File: src/hw/rtl/rwlm_ram.sv
// Generic simple dual-port RAM with one write port and a registered read port.
`default_nettype none
module rwlm_ram #(
    parameter int WIDTH = 8,
    parameter int DEPTH = 16,
    parameter int AW    = (DEPTH > 1) ? $clog2(DEPTH) : 1
) (
    input  wire logic             i_clk,
    input  wire logic             i_we,
    input  wire logic [AW-1:0]    i_waddr,
    input  wire logic [WIDTH-1:0] i_wdata,
    input  wire logic [AW-1:0]    i_raddr,
    output logic      [WIDTH-1:0] o_rdata
);

    logic [WIDTH-1:0] r_mem [DEPTH];

    always_ff @(posedge i_clk) begin
        if (i_we) begin
            r_mem[i_waddr] <= i_wdata;
        end
        o_rdata <= r_mem[i_raddr];
    end

endmodule
`default_nettype wire
File: config.mk
export PLATFORM = sky130hd
export DESIGN_NAME = rwlm_ram
export DESIGN_NICKNAME = d
export VERILOG_FILES = /design/src/hw/rtl/rwlm_ram.sv
export SDC_FILE = /design/constraint.sdc
export NUM_CORES = 1
export LEC_CHECK = 0
export BUFFER_PORTS_ARGS = -buffer_cell sky130_fd_sc_hd__buf_2
export CORE_UTILIZATION = 55
export DETAILED_ROUTE_END_ITERATION = 16
export GPL_ROUTABILITY_DRIVEN = 0
export PLACE_DENSITY = 0.73
export SLEW_MARGIN = 40
export SYNTH_ARGS = -nofsm -noshare
export SYNTH_HDL_FRONTEND = slang
export SYNTH_SLANG_ARGS = --single-unit
File: constraint.sdc
create_clock -name i_clk -period 3 [get_ports i_clk]
set_input_delay 0.15 -clock i_clk [delete_from_list [all_inputs] [get_ports i_clk]]
set_output_delay 0.15 -clock i_clk [all_outputs]
set_load 0.1 [all_outputs]
==> results of run 1 <==
## state kept, by name, summed over array words and instances, names as in the netlist
register  cells
o_rdata       8
r_mem       128
## cell families (layout without fill, tap and decap cells)
logic type,after synthesis,after routing,share of synthesized area
flip-flops,136,136,0.778
AND/OR/NAND/NOR,35,35,0.0318
multiplexers,32,32,0.150
AO/OA/AOI/OAI,16,16,0.0233
buffers and inverters,10,62,0.0168
## cell usage in the layout, fill, tap and decap left out, drive strengths merged, types with 2 or more instances in the layout
| cell | Yosys | routed |
|---|---|---|
| buf | 7 | 31 |
| mux4 | 32 | 32 |
| nand2b | 2 | 2 |
| edfxtp | 128 | 128 |
| nand2 | 9 | 9 |
| nor3 | 4 | 4 |
| nor2 | 13 | 13 |
| nand3b | 2 | 2 |
| clkinv | 0 | 7 |
| bufinv | 0 | 3 |
| dfxtp | 8 | 8 |
| a22oi | 16 | 16 |
| clkbuf | 0 | 19 |
| clkinvlp | 0 | 2 |
## stage by stage
step | utilization | hold slack [ns] | worst slack (ns) | instance area (um2)
2_1_floorplan | - | 0.249 | 1.36 | 5150
5_1_grt | 0.674 | 0.00308 | 1.45 | 5990
3_5_place_dp | 0.606 | 0.550 | 1.04 | 5390
6_report | 0.674 | 0.0102 | 1.48 | 5990
4_1_cts | 0.673 | 0.00138 | 1.47 | 5980
3_3_place_gp | 0.605 | 0.533 | 1.04 | 5380
## report_power, final
group / total [uW] / internal (uW) / switching (uW)
Clock: 2040 / 1300 / 735
Combinational: 278 / 79.7 / 198
Sequential: 2140 / 2130 / 14.4
## final timing paths
kind                 from     endpoint  slack (ns)  cells after the start
max            o_rdata[7]   o_rdata[7]        1.48                      1
min            i_wdata[4]  r_mem[8][4]        0.01                      1
max reg2reg   r_mem[5][2]   o_rdata[2]        1.66                      3
min reg2reg  r_mem[14][3]   o_rdata[3]        0.67                      3
## metal layers
layer  vias up  wire length (um)  part of all wire  global-route usage
li1       1053                 -                 -                   -
met1      1238              3970              0.43               0.307
met2        86              4570              0.49               0.323
met3        11               642             0.069              0.0589
met4         0               153             0.016              0.0987
met5         -                 0                 0                   0
## area by class of cell
type                    instances  area, um2
fillers                       538       2900
repair buffers                 31        183
clock inverters                12        151
multi-input cells              83       1080
flip-flops and latches        136       4000
clock buffers                  19        442
well taps                     108        135
==> flow_summary.toml, run 1 <==
[sta]
slew_headroom = 0.469
fin_setup_tns_ns = 0
period_minus_slack_ns = 1.52
period_share = 0.507
tightest_slew_ns = 0.796
final-max-slew-violation-count = 0
finalSetupViolCount = 0
fmax_mhz = 658
hold_viol = 0
fin_skew_ns = 0.00416
grt_setup_unrepaired = "no"

[final_layout]
layout-drive-gt1-share = 0.317
area_growth_pct = 16.4
nNetsFinal = 287
antenna_cells = 0
fin_cells = 389

[logic_synthesis]
synthDistinctLibCells = 19
yosys_warnings = 0
synthFlopType = "edfxtp_1"
netlist_area_um2 = 5150
yosysTopAreaCellShare = 0.747
ys_top_cells_by_count = "128 x edfxtp_1, 18 x mux4_2, 16 x a22oi_1, 14 x mux4_1, 13 x nor2_1"
avgSynthCellArea_um2 = 22.5
synth-seq-cells = 136
synth-async-reset-ratio = 0
synth_edf_count = 128
seq_area_frac_synth = 0.778
synth_top_cell_by_area = "edfxtp_1"
synthTopCellsByArea = "edfxtp_1 75%, mux4_2 7.9%, mux4_1 7.1%"
yosysMostFrequentCell = "edfxtp_1"
syn_inst = 229
syn-num-nets = 247

[setup_path]
worst_ep_arrival_time_ns = 1.37
startpoint_type = "flip-flop"
crit_path_end_kind = "output pin"
cp_num_buf_inv = 1
crit_chain = "buf_2"
path_class = "reg -> out"
slowest_delay_ns = 0.45
cp_slowest_cell = "buf_2"
cp.required_ns = 2.85
cp_max_fo = 1
path_delay_family = "buffers and inverters"

[routing]
drc = 0
ant_nets = 0
vias = 2388
drt-initial-drc-count = 320
totalWireLength_um = 9340
via_per_inst = 6.14
dr.pass1.iters = 4
avgRoutedWirePerCell_um = 24.0

[pwr]
finalPower_uw = 4450
pwr_density_cell_nw_per_um2 = 743
peakVddDrop_v = 0.000361
p_leak_uw = 0.00202

[floorplanning]
die_y_um = 98.7
num_rows = 34
dieArea_um2 = 9750
die_w_um = 98.7
initial_core_util = 0.579
io_pins = 26
coreArea_um2 = 8890

[placed_design]
dpl.cell_count = 358
numPortBuffers = 25
dpl.hpwl_um = 5690

[clocking]
cts_tree = "done"
postCtsSetupBuffers = 0
cts-hold-fix-buffers = 0
cts.clk_slew.worst_paths_ns = 0.06
clock_tree.root_cell = "clkbuf_8"
cts_buffer_depth = 2
tritoncts.num_buffers = 17
insertion_delay_ns = 0.52
clock-sinks = 136
cts_resized = 0
ctsHtreeMaxLevel = 4

[grt]
gr-total-overflow = 0
grt_use_total = 0.217
grt_pass1_vias = 2411
grt_max_degree = 33
antenna_found_initial = 0
grt_pass1_wl_um = 14400

[hold_path]
hold_class = "in -> reg"

[run_status]
run_status = "finished, final reports clean"

[flow_run]
maxCapViolations = 0
No activity file was read; power rests on OpenSTA's default activity.
==> run 2, diff against run 1 <==
Settings changed: ABC_AREA from default to 1, PLACE_DENSITY 0.73 to 0.75.
Clock period 3 ns to 1.3 ns, I/O delays scaled along.
==> run 2 against run 1 <==
  * Cell area up 13%
  * Sequential share of layout area down 7.6 points
  * Clock skew up 0.0068 ns
  * Critical path depth unchanged
  * Sequential cell count unchanged
  * Critical endpoint is now o_rdata[6]
  * Largest power group unchanged
  * Highest routed layer unchanged
==> flow_summary.toml, run 2 <==
[run_status]
run_status = "finished, final reports clean"

[final_layout]
area_growth_pct = 17.2
fin_cells = 752
final_area_um2 = 6760
nNetsFinal = 621
layout_commonest_cell = "nand2_1"
reg_top3 = "r_mem (128), o_rdata (8)"
mostFrequentLayoutCells = "173 x nand2_1, 128 x edfxtp_1, 100 x inv_1"
layout-drive-gt1-share = 0.131
largest_reg_flops = 128
antenna_cells = 0
top_register = "r_mem"

[setup_path]
cp_max_fo = 1
reg2reg_depth = 6
r2r_start = "r_mem[7][4]"
cp_slowest_cell = "dfxtp_1"
endpoint = "o_rdata[6]"
reg2reg_slack_ns = 0.25
cp_num_cells = 1
cp.required_ns = 1.24
path_delay_family = "flip-flops"
slowest_delay_ns = 0.39
path_class = "reg -> out"
crit_path_end_kind = "output pin"
crit_chain = "buf_6"
r2r-end = "o_rdata[4]"
cp_num_buf_inv = 1
worst_ep_arrival_time_ns = 1.16
crit_path_start = "o_rdata[6]"
startpoint_type = "flip-flop"

[floorplanning]
dieArea_um2 = 10900
num_rows = 37
coreArea_um2 = 10200
die_w_um = 104
io_pins = 26
initial_core_util = 0.564
die_y_um = 104

[grt]
grt_max_degree = 65
grt_pass1_wl_um = 19800
antenna_found_initial = 0
grt_pass1_vias = 3854
gr-total-overflow = 0
grt_use_total = 0.249

[sta]
period_share = 0.943
tightest_slew_ns = 0.413
final-max-slew-violation-count = 0
fmax_mhz = 815
period_minus_slack_ns = 1.23
slew_headroom = 0.725
fin_skew_ns = 0.0109
finalSetupViolCount = 0
fin_setup_tns_ns = 0
hold_viol = 0
grt_setup_unrepaired = "no"

[logic_synthesis]
yosys_warnings = 0
avgSynthCellArea_um2 = 10.5
synth_top_cell_by_area = "edfxtp_1"
yosysMostFrequentCell = "nand2_1"
synth-async-reset-ratio = 0
yosysTopAreaCellShare = 0.667
synthTopCellsByArea = "edfxtp_1 67%, nand2_1 11%, nand3_1 8.4%"
synth-seq-cells = 136
synth_edf_count = 128
syn-num-nets = 569
synthFlopType = "edfxtp_1"
syn_inst = 551
netlist_area_um2 = 5770
seq_area_frac_synth = 0.694
ys_top_cells_by_count = "173 x nand2_1, 128 x edfxtp_1, 100 x inv_1, 97 x nand3_1, 17 x nor2_1"
synthDistinctLibCells = 12

[clocking]
ctsHtreeMaxLevel = 4
clock-sinks = 136
clock_tree.root_cell = "clkbuf_8"
cts.clk_slew.worst_paths_ns = 0.06
insertion_delay_ns = 0.52
cts_tree = "done"
cts_buffer_depth = 2
tritoncts.num_buffers = 17

[placed_design]
numPortBuffers = 25
dpl.hpwl_um = 7440
placed_area_um2 = 6110
dpl.cell_count = 712

[routing]
dr.pass1.iters = 6
ant_nets = 0
avgRoutedWirePerCell_um = 16.8
drt-initial-drc-count = 272
totalWireLength_um = 12600
via_per_inst = 5.24
drc = 0
vias = 3944

[hold_path]
hold_class = "in -> reg"

[pwr]
p_leak_uw = 0.00294
pwr_density_cell_nw_per_um2 = 1500
peakVddDrop_v = 0.000986

[flow_run]
maxCapViolations = 0
==> run 2: layer usage <==
layer  GRT usage  routed length [um]  vias up
met2       0.404                6350      184
met5           0                   0        -
li1            -                   -     1880
met1       0.319                5030     1860
met4      0.0949                 225        0
met3      0.0714                1000       20
==> run 2: how the worst min path moves through the flow <==
stage | cells past startpoint | to | startpoint
global placement | 3 | o_rdata[7] | i_raddr[3]
CTS | 1 | r_mem[0][6] | i_wdata[6]
detailed placement | 3 | o_rdata[2] | i_raddr[3]
finish | 1 | r_mem[0][6] | i_wdata[6]
floorplan | 0 | r_mem[0][0] | i_wdata[0]
global route | 1 | r_mem[9][6] | i_wdata[6]
==> run 2: stage by stage <==
step | util | setup slack (ns) | hold slack [ns] | power [uW]
6_report | 0.661 | 0.0737 | 0.0143 | 10100
2_1_floorplan | - | 0.284 | 0.164 | 5570
5_1_grt | 0.661 | 0.0357 | 0.0193 | 10400
3_3_place_gp | 0.598 | 0.150 | 0.436 | 5810
3_5_place_dp | 0.598 | 0.127 | 0.433 | 5830
4_1_cts | 0.660 | 0.0222 | 0.00416 | 10200
==> run 2: power by group <==
group / switching [uW] / total [uW] / internal, uW
Sequential: 33.0 / 4930 / 4900
Clock: 1810 / 4350 / 2540
Combinational: 626 / 849 / 222
Total: 2470 / 10100 / 7660
==> run 2: cells by family after synthesis <==
| kind of cell | after synthesis | share of synthesized area |
|---|---|---|
| simple gates | 289 | 0.210 |
| flops | 136 | 0.694 |
| buf+inv | 126 | 0.0952 |
==> run 2: repair_timing <==
action | 4_1_cts | 5_1_grt
hold endpoints to repair | 120 | 0
gates resized for setup | 8 | 1
endpoints found under the setup margin | 8 | 1
setup buffers | 0 | 0
hold buffers | 8 | 0
==> run 2: area by class of cell <==
class,instances,area [um2]
fillers,789,3470
multi-input cells,289,1210
clock inverters,14,124
clock buffers,18,418
flip-flops and latches,136,4000
well taps,136,170
inverters,102,383
repair buffers,57,447
